==> config.mk <==
export PLATFORM = sky130hd
export DESIGN_NAME = mains_phase_compute
export DESIGN_NICKNAME = d
export VERILOG_FILES = /design/src/sv/mpc_pkg.sv /design/src/sv/mpc_alu.sv /design/src/sv/mains_phase_compute.sv
export SDC_FILE = /design/constraint.sdc
export NUM_CORES = 1
export LEC_CHECK = 0
export ABC_CLOCK_PERIOD_IN_PS = 7900
export BUFFER_PORTS_ARGS = -buffer_cell sky130_fd_sc_hd__clkbuf_2
export CORE_UTILIZATION = 55
export CTS_CLUSTER_DIAMETER = 150
export DETAILED_ROUTE_END_ITERATION = 12
export PLACE_DENSITY = 0.78
export SLEW_MARGIN = 20
export SYNTH_ARGS = -nofsm -noshare
export SYNTH_HDL_FRONTEND = slang
export SYNTH_SLANG_ARGS = --single-unit
==> constraint.sdc <==
create_clock -name clk -period 7.9 [get_ports clk]
set_input_delay 0.395 -clock clk [delete_from_list [all_inputs] [get_ports clk]]
set_output_delay 0.395 -clock clk [all_outputs]
set_load 0.02 [all_outputs]
==> src/sv/mpc_pkg.sv <==
// Package for the mains phase classifier: sequencer states, register
// indexes, operand type and the scaled timing constant table.
// No dependencies.
`timescale 1ns / 1ps
`default_nettype none

package mpc_pkg;

  // Working word of the shared adder: wide enough for -175 .. +264.
  localparam int unsigned ACC_W = 10;
  typedef logic signed [ACC_W-1:0] acc_t;

  localparam logic [7:0] FREQ_50HZ = 8'd50;
  localparam logic [2:0] LOCAL_CELL = 3'd3;
  localparam logic [2:0] FLIP_BASE = 3'd6;
  localparam logic [2:0] CODE_OFFSET = 3'd3;
  localparam logic [2:0] NUM_CELLS = 3'd6;
  localparam logic [6:0] SEVEN_BITS = 7'h7f;

  typedef enum logic [1:0] {
    CFG_DATA_VALID = 2'd0,
    CFG_MAINS_FREQ = 2'd1,
    CFG_FAST_CLOCK = 2'd2
  } cfg_idx_t;

  typedef enum logic [3:0] {
    ST_IDLE,
    ST_DEAD_CMP,
    ST_DEAD_ADD,
    ST_SUB_DELAY,
    ST_WRAP,
    ST_DIV,
    ST_ERR,
    ST_FLIP,
    ST_AG_DEC,
    ST_AG_ADD,
    ST_AG_OFF,
    ST_MOD,
    ST_INC,
    ST_DONE
  } state_t;

  typedef struct packed {
    logic [7:0] ticks;
    logic [7:0] delay_norm;
    logic [7:0] delay_alt;
    logic [4:0] cell_w;
    logic [5:0] dead;
  } consts_t;

  // Base values x131/100 (truncated) when the fast clock is selected.
  function automatic consts_t mpc_consts(input logic fast, input logic sixty);
    consts_t c;
    case ({fast, sixty})
      2'b00:   c = '{ticks: 8'd98,  delay_norm: 8'd112, delay_alt: 8'd128,
                      cell_w: 5'd16, dead: 6'd45};
      2'b01:   c = '{ticks: 8'd81,  delay_norm: 8'd107, delay_alt: 8'd134,
                      cell_w: 5'd14, dead: 6'd38};
      2'b10:   c = '{ticks: 8'd128, delay_norm: 8'd146, delay_alt: 8'd167,
                      cell_w: 5'd20, dead: 6'd58};
      default: c = '{ticks: 8'd106, delay_norm: 8'd140, delay_alt: 8'd175,
                      cell_w: 5'd18, dead: 6'd49};
    endcase
    return c;
  endfunction

endpackage

`default_nettype wire

==> src/sv/mpc_alu.sv <==
// Shared signed adder of the phase sequencer, with sign flag for compares.
// Depends on mpc_pkg.
`timescale 1ns / 1ps
`default_nettype none

module mpc_alu (
  input  mpc_pkg::acc_t a,
  input  mpc_pkg::acc_t b,
  output mpc_pkg::acc_t sum,
  output logic          neg
);
  import mpc_pkg::*;

  assign sum = a + b;
  assign neg = sum[ACC_W-1];

endmodule

`default_nettype wire

==> src/sv/mains_phase_compute.sv <==
// Mains phase classifier. One request at a time through a single shared adder.
// Result time depends on the path: a request with data unavailable goes straight
// to the result; otherwise the cell division (one subtract per cell) and the
// modulo-6 reduction (one subtract per six) take the longest.
// A new request is taken only once the last is through; a waiting result lets the next in.
// Synchronous reset clears the configuration registers to 0 and empties the output stage.
`timescale 1ns / 1ps
`default_nettype none

module mains_phase_compute (
  input  logic       clk,
  input  logic       rst,
  // request channel
  input  logic       in_valid,
  output logic       in_ready,
  input  logic [7:0] reading,
  input  logic       via_network,
  input  logic       alt_path,
  input  logic       agent_present,
  input  logic [7:0] agent_phase_byte,
  // result channel
  output logic       out_valid,
  input  logic       out_ready,
  output logic       status,
  output logic [2:0] phase_code,
  output logic [7:0] freq_echo,
  output logic [7:0] reading_echo,
  output logic signed [4:0] timing_error,
  // configuration writes
  input  logic       cfg_valid,
  output logic       cfg_ready,
  input  logic [1:0] cfg_index,
  input  logic [7:0] cfg_data
);
  import mpc_pkg::*;

  // configuration registers
  logic       data_valid;
  logic [7:0] mains_freq;
  logic       fast_clock;

  state_t state, state_next;

  // working registers
  acc_t        acc, acc_next;
  logic [3:0]  quot, quot_next;
  logic [2:0]  slot, slot_next;
  logic [2:0]  code, code_next;
  logic signed [4:0] err, err_next;
  logic        use_rd, use_rd_next;
  logic        stat, stat_next;
  logic [7:0]  reading_q;
  logic        alt_q;
  logic        agent_q;
  logic [7:0]  agent_byte_q;

  consts_t k;
  logic [7:0] delay;
  acc_t alu_a, alu_b, alu_sum;
  logic alu_neg;
  logic in_fire, out_load;

  assign cfg_ready = 1'b1;
  assign in_ready  = (state == ST_IDLE);
  assign in_fire   = in_valid && in_ready;
  assign out_load  = (state == ST_DONE) && (!out_valid || out_ready);

  assign k     = mpc_consts(fast_clock, mains_freq != FREQ_50HZ);
  assign delay = alt_q ? k.delay_alt : k.delay_norm;

  mpc_alu u_alu (
    .a   (alu_a),
    .b   (alu_b),
    .sum (alu_sum),
    .neg (alu_neg)
  );

  always_ff @(posedge clk) begin
    if (rst) begin
      data_valid <= 1'b0;
      mains_freq <= 8'd0;
      fast_clock <= 1'b0;
    end else if (cfg_valid && cfg_ready) begin
      unique case (cfg_index)
        CFG_DATA_VALID: data_valid <= cfg_data[0];
        CFG_MAINS_FREQ: mains_freq <= cfg_data;
        CFG_FAST_CLOCK: fast_clock <= cfg_data[0];
        default: ;
      endcase
    end
  end

  // next state
  always_comb begin
    state_next = state;
    unique case (state)
      ST_IDLE: begin
        if (in_valid) begin
          if (!data_valid) state_next = ST_DONE;
          else if (!via_network || mains_freq == 8'd0) state_next = ST_AG_DEC;
          else state_next = ST_DEAD_CMP;
        end
      end
      ST_DEAD_CMP:  state_next = alu_neg ? ST_DEAD_ADD : ST_SUB_DELAY;
      ST_DEAD_ADD:  state_next = ST_SUB_DELAY;
      ST_SUB_DELAY: state_next = ST_WRAP;
      ST_WRAP:      if (!acc[ACC_W-1]) state_next = ST_DIV;
      ST_DIV:       if (alu_neg) state_next = ST_ERR;
      ST_ERR:       state_next = ST_FLIP;
      ST_FLIP: begin
        if (quot != 4'd0 && alu_neg) state_next = ST_DONE;
        else state_next = ST_AG_DEC;
      end
      ST_AG_DEC:    state_next = ST_AG_ADD;
      ST_AG_ADD:    state_next = ST_AG_OFF;
      ST_AG_OFF:    state_next = ST_MOD;
      ST_MOD:       if (alu_neg) state_next = ST_INC;
      ST_INC:       state_next = ST_DONE;
      ST_DONE:      if (!out_valid || out_ready) state_next = ST_IDLE;
      default:      state_next = ST_IDLE;
    endcase
  end

  // operand selection and working register updates
  always_comb begin
    alu_a       = acc;
    alu_b       = '0;
    acc_next    = acc;
    quot_next   = quot;
    slot_next   = slot;
    code_next   = code;
    err_next    = err;
    use_rd_next = use_rd;
    stat_next   = stat;
    unique case (state)
      ST_IDLE: begin
        acc_next    = acc_t'(reading);
        quot_next   = 4'd0;
        slot_next   = via_network ? 3'd0 : LOCAL_CELL;
        code_next   = 3'd0;
        err_next    = '0;
        use_rd_next = data_valid && via_network && (mains_freq != 8'd0);
        stat_next   = !data_valid;
      end
      ST_DEAD_CMP: alu_b = -acc_t'(k.dead);
      ST_DEAD_ADD: begin
        alu_b    = acc_t'(k.dead);
        acc_next = alu_sum;
      end
      ST_SUB_DELAY: begin
        alu_a    = acc_t'(acc[6:0] & SEVEN_BITS);
        alu_b    = -acc_t'(delay);
        acc_next = alu_sum;
      end
      ST_WRAP: begin
        alu_b = acc_t'(k.ticks);
        if (acc[ACC_W-1]) acc_next = alu_sum;
      end
      ST_DIV: begin
        alu_b = -acc_t'(k.cell_w);
        if (!alu_neg) begin
          acc_next  = alu_sum;
          quot_next = quot + 4'd1;
        end
      end
      ST_ERR: begin
        // remainder minus half the cell width
        alu_b    = -acc_t'(k.cell_w >> 1);
        err_next = alu_sum[4:0];
      end
      ST_FLIP: begin
        alu_a = acc_t'(FLIP_BASE);
        alu_b = -acc_t'(quot);
        if (quot == 4'd0) slot_next = 3'd0;
        else if (alu_neg) code_next = 3'd0;
        else slot_next = alu_sum[2:0];
      end
      ST_AG_DEC: begin
        // agent byte minus one, wrapping in 8 bits
        alu_a    = acc_t'(agent_byte_q);
        alu_b    = -acc_t'(1);
        acc_next = agent_q ? acc_t'(alu_sum[7:0]) : '0;
      end
      ST_AG_ADD: begin
        alu_b    = acc_t'(slot);
        acc_next = alu_sum;
      end
      ST_AG_OFF: begin
        alu_b    = acc_t'(CODE_OFFSET);
        acc_next = alu_sum;
      end
      ST_MOD: begin
        alu_b = -acc_t'(NUM_CELLS);
        if (!alu_neg) acc_next = alu_sum;
      end
      ST_INC: begin
        alu_b     = acc_t'(1);
        code_next = alu_sum[2:0];
      end
      ST_DONE: ;
      default: ;
    endcase
  end

  always_ff @(posedge clk) begin
    if (rst) begin
      state     <= ST_IDLE;
      out_valid <= 1'b0;
    end else begin
      state <= state_next;
      if (out_load) out_valid <= 1'b1;
      else if (out_ready) out_valid <= 1'b0;
    end
  end

  always_ff @(posedge clk) begin
    acc    <= acc_next;
    quot   <= quot_next;
    slot   <= slot_next;
    code   <= code_next;
    err    <= err_next;
    use_rd <= use_rd_next;
    stat   <= stat_next;
    if (in_fire) begin
      reading_q    <= reading;
      alt_q        <= alt_path;
      agent_q      <= agent_present;
      agent_byte_q <= agent_phase_byte;
    end
    if (out_load) begin
      status       <= stat;
      phase_code   <= code;
      freq_echo    <= stat ? 8'd0 : mains_freq;
      reading_echo <= use_rd ? reading_q : 8'd0;
      timing_error <= use_rd ? err : 5'sd0;
    end
  end

endmodule

`default_nettype wire

# Word-level counts from Yosys, hierarchy flattened
# Cells that the tools add are included.
# Widths: inputs -> output; s select.
# classes
add_sub_neg	7
eq_ne	29
mux	30
reduce_logical	34
# ops
operator	count
$pmux 10 s12	1
$pmux 35 s3	1
$pmux 4 s14	1
$pmux 10 s5	1
$mux 4	8
$mux 10	3
$pmux 10 s3	1
$eq 4x4->1 const B	6
$neg 4->10	2
$ne 2x2->1 const B	9
$eq 4x3->1 const B	4
$mux 3	5
$reduce_and 2->1	6
$add 10x10->10	1
$neg 5->10	1
$neg 6->10	1
$neg 8->10	1
$pmux 5 s2	1
$pmux 3 s3	1
$eq 4x2->1 const B	2
$logic_not 4->1	2
$logic_not 8->1	1
$mux 8	1
$ne 8x6->1 const B	1
23 further kinds	39
# word_totals
wordCells	122
reg_bits	85
output_inout_bits	28

# Depth between registers and ports, before layout
# Gate-level depths: netlist (run 1).
# logic_depth
depth_word	10
ltp_mapped	22

# Modules after synthesis
# A second synthesis (run 1) with hierarchy kept.
# unflattened
hier_cells	471
area_unflattened_um2	4954.8
# by_module_without_submodules
mod	seq_area_each_um2	instances	cells_per_inst	area_each_um2
mains_phase_compute	2402.3	1	419	4509.3
mpc_alu	0.0	1	52	445.4

# Worst setup path before layout (run 1)
# Ideal clock, no wire load.
# synth_path
path_type	register to register
start	reg mains_freq[6]
end	reg acc[0] (enable)
t_arrival_ps	4744
t_required_ps	7519
synth_period_minus_slack_ps	5125
path_stages_with_launch	21
setup_ps	381
setup_slack_ps	2775
path_cell_list	dfxtp_1 > or4_1 > nor2_1 > nand4_1 > ha_1 > buf_2 > and2b_1 > nor2_1 > ha_1 > a21o_1 > nand2_1 > a21oi_1 > a2111o_1 > nor2_1 > inv_1 > ha_1 > a211oi_1 > o21ai_0 > a221o_1 > xnor2_2 > a31oi_1
# synth_via
elab_chain_cells	9
word_cells_on_any_way	14
cone_classes	add/sub (5); eq/ne (4); mux (3); reduce/logical (2)
# synth_rtl
element	line_no	text
start: declaration	mains_phase_compute.sv:39	logic [7:0] mains_freq;
start signal: assignment	mains_phase_compute.sv:86	CFG_MAINS_FREQ: mains_freq <= cfg_data;
$ne 8x6->1 (*)	mains_phase_compute.sv:68	assign k = mpc_consts(fast_clock, mains_freq != FREQ_50HZ);
$eq 2x2->1, or another cell as far along	mpc_pkg.sv:54	case ({fast, sixty})
$pmux 35 s3 (*)	mpc_pkg.sv:54	
$mux 8	mains_phase_compute.sv:69	assign delay = alt_q ? k.delay_alt : k.delay_norm;
$neg 8->10	mains_phase_compute.sv:152	alu_b = -acc_t'(delay);
$pmux 10 s12 (*)	mains_phase_compute.sv:135	unique case (state)
$add 10x10->10 (*)	mpc_alu.sv:14	assign sum = a + b;
$ne 2x2->1 (no line) (*)	n/a	
$reduce_and 3->1 (no line) (*)	n/a	
end signal: assignment	mains_phase_compute.sv:217	acc <= acc_next;
end: declaration	mains_phase_compute.sv:45	acc_t acc, acc_next;
# Every way passes the cells marked *; elsewhere a longest branch is shown, timed or not.
# A chain may end at the register's enable or synchronous reset.

# Final worst setup path (run 1)
# layout_path
start	reg mains_freq[6]
end	reg acc[2] (enable)
# The elaborated chain is that of the path after synthesis.

==> results of run 1 <==
## where the power goes
| part | switching [mW] | internal (mW) |
|---|---|---|
| Combinational | 0.877 | 0.495 |
| Sequential | 0.0575 | 0.667 |
| Clock | 0.175 | 0.121 |
| Total | 1.11 | 1.28 |
## cell families (layout without fill, tap and decap cells)
family	count (synthesis)	after routing	share of synthesized area (%)
AO/OA/AOI/OAI	113	113	15.19
XOR/XNOR	20	20	3.624
adder cells (fa/ha/maj)	26	26	6.602
buffers and inverters	46	102	3.872
flip-flops	85	85	47.65
multiplexers	13	13	2.631
other	1	1	0.07439
AND/OR/NAND/NOR	202	202	20.35
## flip-flops by register name (all words and copies together), names as in the netlist
signal,count
freq_echo,8
out_valid,1
phase_code,3
reading_q,8
alt_q,1
timing_error,5
slot,3
mains_freq,8
stat,1
fast_clock,1
code,3
agent_q,1
use_rd,1
agent_byte_q,8
quot,4
err,5
reading_echo,8
acc,10
state,4
status,1
data_valid,1
## worst register-to-register path: stages (launching register included)
cell and delay [ns]:
dfxtp_1 0.33, or4_1 0.51, nor2_1 0.18, nand4_1 0.26, ha_1 0.39, and2b_1 0.24, nor2_1 0.20, ha_1 0.28
a21o_1 0.18, nand2_1 0.06, a21oi_1 0.06, a2111o_1 0.29, nor2_1 0.18, inv_1 0.07, ha_1 0.29, a211oi_1 0.30
o21ai_0 0.19, a221o_1 0.46, xnor2_2 0.23, a31oi_1 0.79
## through the flow
step | worst slack, ns | power (mW)
6_report | 2.035 | 2.392
2_1_floorplan | 2.775 | 1.721
3_3_place_gp | 2.294 | 2.021
4_1_cts | 2.070 | 2.354
3_5_place_dp | 2.123 | 2.055
5_1_grt | 1.685 | 2.533
## layer usage
metal | share of wire [%] | global-route usage [%]
met2 | 46 | 43.59
met1 | 39 | 33.93
met4 | 4.1 | 12.35
met3 | 10 | 6.657
met5 | 0 | 0
## layout make-up
cell class | instances | area, um2
fillers | 710 | 3224
clock buffers | 10 | 127.6
well taps | 108 | 135.1
inverters | 21 | 78.83
flip-flops and latches | 85 | 2402
clock inverters | 6 | 53.80
multi-input cells | 375 | 2446
repair buffers | 65 | 337.8
## cells in the mapped netlist (3+ instances only)
cell type	instances	area share, %
xor2_1	7	1.2
nand3_1	16	1.6
inv_1	21	1.6
o211ai_1	4	0.60
nand2b_1	8	0.99
mux2i_1	11	2.2
dfxtp_1	15	6.0
buf_2	3	0.30
nor3b_1	3	0.45
xnor2_1	12	2.1
edfxtp_1	70	42
clkbuf_1	16	1.2
o22ai_1	10	1.2
nand2_1	42	3.1
a21o_1	3	0.45
ha_1	25	6.2
and2_1	17	2.1
a21oi_1	22	2.2
nor2b_1	18	2.2
o21ai_0	28	2.8
buf_4	3	0.45
a31oi_1	8	0.99
nor3_1	12	1.2
a221oi_1	3	0.52
nor2_1	61	4.5
a22o_1	9	1.6
## worst max path at each step
stage | from | end | slack (ns) | cells after the start
2_1_floorplan | mains_freq[6] | acc[0] | 2.78 | 20
3_3_place_gp | mains_freq[6] | acc[5] | 2.29 | 19
3_5_place_dp | mains_freq[6] | acc[6] | 2.12 | 19
4_1_cts | mains_freq[6] | acc[2] | 2.07 | 19
5_1_grt | mains_freq[6] | acc[2] | 1.68 | 19
6_report | mains_freq[6] | acc[2] | 2.03 | 19
==> out/metrics.yaml, run 1 <==
routing:
  drc: 12
  drtIter0Drc: 480
  ant_nets: 0
  drt_first_pass_iters: 10
  wl_per_cell_um: 18.63
  vias: 4187
  routed_wl_mm: 12.49
  via_per_inst: 6.249
hold_path:
  min_to: "agent_byte_q[6]"
  hold-path-cell-count: 1
  worstHoldPathType: "in -> reg"
  hold_start: "agent_phase_byte[6]"
clocking:
  post_cts_resized: 0
  path_clk_slew_ns: 0.09
  cts-htree-levels: 3
  cts_inserted_buffers: 9
  ctsLongestPathBuffers: 2
  clock_latency_ns: 0.37
  root_buffer: "clkbuf_8"
  postCtsHoldBufs: 0
  cts_setup_buffers: 0
  cts_tree: "done"
  cts.sinks: 85
layout:
  final_cell_mix: "70 x edfxtp_1, 61 x nor2_1, 60 x clkbuf_2"
  final_nets: 617
  layout-drive-gt1-share_pct: 16.90
  final_cells: 670
  final_util_pct: 63.38
  fin_area_um2: 5582
  layout_commonest_cell: "edfxtp_1"
  diodes: 0
  area_delta_synth_final_pct: 10.72
sta:
  period_share_pct: 74.24
  maxSlewHeadroom_pct: 29.45
  fin_worst_skew_ns: 0.01806
  rsz0062_at_grt: "no"
  finalHoldViolCount: 0
  fin_crit_ns: 5.865
  fin_worst_hold_slack_ns: 0.2006
  slew_violations: 0
  worst_slew_pin_slew_ns: 1.058
  finalSetupTns_ns: 0
  max_freq_ghz: 0.1705
  setup_viol: 0
setup_path:
  critPathArrivalTime_ns: 5.85
  cp_num_buf_inv: 1
  endpoint_kind: "flip-flop"
  rr_endpoint: "acc[2]"
  crit_type: "reg -> reg"
  ff2ff_setup_slack_ns: 2.03
  rr_worst_depth: 19
  path_cells: "or4_1, nor2_1, nand4_1, ha_1, and2b_1, nor2_1, ha_1, a21o_1, nand2_1, a21oi_1, a2111o_1, nor2_1, inv_1, ha_1, a211oi_1, o21ai_0, a221o_1, xnor2_2, a31oi_1"
  cp-start-kind: "flip-flop"
  path_max_fanout: 9
  max_stage_delay_ns: 0.79
  cp.required_ns: 7.89
  crit_slowest_cell: "a31oi_1"
  r2r_start: "mains_freq[6]"
  crit_family: "compound AO/OA/AOI/OAI gates"
floorplanning:
  initial_core_util_pct: 57.25
  rows: 34
  die_w_um: 97.74
  die_area_um2: 9552
  die_h_um: 97.74
  ios: 62
  core_um2: 8806
logic_synthesis:
  synthCells: 506
  synth_edf_count: 70
  avgSynthCellArea_um2: 9.963
  synth-seq-cells: 85
  ys_warn_count: 0
  syn_nets: 566
  ys_seq_area_share_pct: 47.65
  async_reset_ff_share_pct: 0
  synthesis.area_um2: 5041
  synth-main-ff-cell: "edfxtp_1"
  synth.distinct_cells: 72
grt:
  grt_pass1_vias: 3922
  grt_max_degree: 42
  grt_first_pass_wirelength_mm: 19.56
  antenna_found_initial: 0
  grt.overflow.total: 0
  grtUsageTotal_pct: 26.83
job:
  cap_violations: 0
pwr:
  p_per_area_nw_per_um2: 428.5
  ir_drop_mv: 0.1767
  p_leak_nw: 2.270
place:
  dp_hpwl_mm: 9.115
  routabilityCongestion: 0.9875
  dp.cells: 654
  placed_area_um2: 5400
  io_buffers: 60
outcome:
  status: "complete, but fails checks"
  violations: "DRC"
Note: power is estimated with default switching activity, not from simulation.
==> run 2, diff against run 1 <==
--- a/config.mk
+++ b/config.mk
@@ -5,7 +5,7 @@
 export SDC_FILE = /design/constraint.sdc
 export NUM_CORES = 1
 export LEC_CHECK = 0
-export ABC_CLOCK_PERIOD_IN_PS = 7900
+export ABC_CLOCK_PERIOD_IN_PS = 5500
 export BUFFER_PORTS_ARGS = -buffer_cell sky130_fd_sc_hd__clkbuf_2
 export CORE_UTILIZATION = 55
 export CTS_CLUSTER_DIAMETER = 150
==> constraint.sdc (replaced) <==
create_clock -name clk -period 5.5 [get_ports clk]
set_input_delay 0.275 -clock clk [delete_from_list [all_inputs] [get_ports clk]]
set_output_delay 0.275 -clock clk [all_outputs]
set_load 0.02 [all_outputs]
==> run 2 against run 1 <==
- the flow still finishes with violations (DRC)
- cell count increased by 2.8%
- global-route usage increased by 1.1 points
- via count increased by 1.7%
- worst setup slack got worse by 1.6 ns
- clock skew decreased by 0.0066 ns
- combinational power increased by 50%
==> out/metrics.yaml, run 2 (synthesized netlist as in run 1, its figures left out) <==
sta:
  slew_violations: 0  # unchanged
  maxSlewHeadroom_pct: 34.19  # +4.7 points
  rsz0062_at_grt: "no"
  period_share_pct: 92.77  # +19 points
  finalSetupTns_ns: 0  # unchanged
  fin_worst_skew_ns: 0.01143  # -0.006624 ns
  finalHoldViolCount: 0  # unchanged
  max_freq_ghz: 0.1960  # +15%
  worst_slew_pin_slew_ns: 0.9872  # -0.07109 ns
  fin_worst_hold_slack_ns: 0.08851  # -0.1121 ns
  fin_crit_ns: 5.103  # -0.7626 ns
  setup_viol: 0  # unchanged
setup_path:
  crit_type: "reg -> reg"
  ff2ff_setup_slack_ns: 0.40  # -1.64 ns
  critPathArrivalTime_ns: 5.18  # -0.67 ns
  endpoint_kind: "flip-flop"
  cp.required_ns: 5.57  # -2.32 ns
  r2r_start: "mains_freq[6]"
  rr_worst_depth: 21  # +2
  cp-start-kind: "flip-flop"
  rr_endpoint: "code[1]"
  path_max_fanout: 6  # -3
hold_path:
  hold-path-cell-count: 1  # unchanged
  min_to: "alt_q"
  hold_start: "alt_path"
  worstHoldPathType: "in -> reg"
floorplanning:
  die_w_um: 97.74  # unchanged
  initial_core_util_pct: 57.25  # unchanged
  die_h_um: 97.74  # unchanged
  ios: 62  # unchanged
  core_um2: 8806  # unchanged
  die_area_um2: 9552  # unchanged
  rows: 34  # unchanged
clocking:
  ctsLongestPathBuffers: 2  # unchanged
  postCtsHoldBufs: 0  # unchanged
  cts_setup_buffers: 0  # unchanged
  cts_tree: "done"
  cts.sinks: 85  # unchanged
  root_buffer: "clkbuf_8"
  cts-htree-levels: 3  # unchanged
  path_clk_slew_ns: 0.10  # about the same
  cts_inserted_buffers: 9  # unchanged
  clock_latency_ns: 0.36  # about the same
routing:
  drt_first_pass_iters: 10  # unchanged
  vias: 4257  # +1.7%
  routed_wl_mm: 12.53  # +0.39%
  ant_nets: 0  # unchanged
  wl_per_cell_um: 18.19  # -2.4%
  drtIter0Drc: 597  # +24%
  drc: 12  # unchanged
  via_per_inst: 6.179  # -1.1%
pwr:
  p_per_area_nw_per_um2: 627.7  # +46%
  p_leak_nw: 2.387  # +5.2%
  power_mw: 3.620  # +51%
  ir_drop_mv: 0.2688  # +52%
grt:
  grtUsageTotal_pct: 27.91  # +1.1 points
  grt_pass1_vias: 4114  # +4.9%
  antenna_found_initial: 0  # unchanged
  grt.overflow.total: 0  # unchanged
  grt_max_degree: 27  # -36%
  grt_first_pass_wirelength_mm: 20.49  # +4.8%
layout:
  diodes: 0  # unchanged
  layout_commonest_cell: "edfxtp_1"
  largest_reg_flops: 10  # unchanged
  layout-drive-gt1-share_pct: 20.31  # +3.4 points
  final_nets: 636  # +3.1%
  final_cell_mix: "70 x edfxtp_1, 60 x nor2_1, 60 x clkbuf_2"
  area_delta_synth_final_pct: 14.42
  top_register: "acc"
outcome:
  status: "complete, but fails checks"
  violations: "DRC"
place:
  routabilityCongestion: 1.047  # +6.0%
  dp_hpwl_mm: 9.417  # +3.3%
  io_buffers: 60  # unchanged
job:
  cap_violations: 0  # unchanged
## run 2: critical path: stages (launching register included)
cell      delay [ns]
dfxtp_1         0.33
or4_1           0.51
nor2_1          0.16
nand4_1         0.21
ha_1            0.28
and2b_1         0.17
nor2_1          0.13
ha_1            0.26
a21o_1          0.18
nand2_1         0.06
a21oi_1         0.06
a2111o_1        0.30
nor2_2          0.14
inv_1           0.06
ha_1            0.29
a211oi_1        0.29
o21ai_0         0.18
a221o_1         0.40
buf_4           0.18
nor2b_1         0.12
mux2i_1         0.28
nand3_1         0.21
## run 2: report_power, final
part	total (mW)	internal [mW]	switching (mW)
registers	1.09	0.956	0.135
logic	2.06	0.811	1.25
clock network	0.470	0.217	0.253
## run 2: what timing repair did
item                                    4_1_cts  5_1_grt
resized for setup                             0        5
endpoints found under the setup margin        0       19
endpoints found under the hold margin         0        0
## run 2: per-layer routing
metal	track usage [%]	vias to the layer above	wire [um]
met4	16.20	0	574
met2	44.14	258	5816
met5	0	-	0
met1	36.79	1953	5074
li1	-	1985	-
met3	4.295	61	1069
## run 2: through the flow
step | worst slack, ns | instances | instance area, um2 | util, %
after floorplan | 0.3752 | 506 | 5041 | -
after global placement | 0.3331 | 673 | 5543 | 62.94
after detailed placement | 0.1403 | 673 | 5548 | 63.00
after CTS | 0.1126 | 689 | 5752 | 65.32
after global routing | 0.01932 | 689 | 5768 | 65.50
final | 0.3974 | 689 | 5768 | 65.50
## run 2: worst max path at each step
stage	from	slack (ns)	to
3_5_place_dp	mains_freq[6]	0.14	acc[0]
3_3_place_gp	mains_freq[6]	0.33	acc[5]
5_1_grt	mains_freq[6]	0.02	state[3]
2_1_floorplan	mains_freq[6]	0.38	acc[0]
6_report	mains_freq[6]	0.40	code[1]
4_1_cts	mains_freq[6]	0.11	acc[2]
## run 2: layout make-up
class | count | area [um2]
clock buffers | 9 | 123.9
clock inverters | 7 | 80.08
fillers | 703 | 3038
inverters | 21 | 78.83
multi-input cells | 375 | 2467
flip-flops and latches | 85 | 2402
well taps | 108 | 135.1
repair buffers | 84 | 480.5
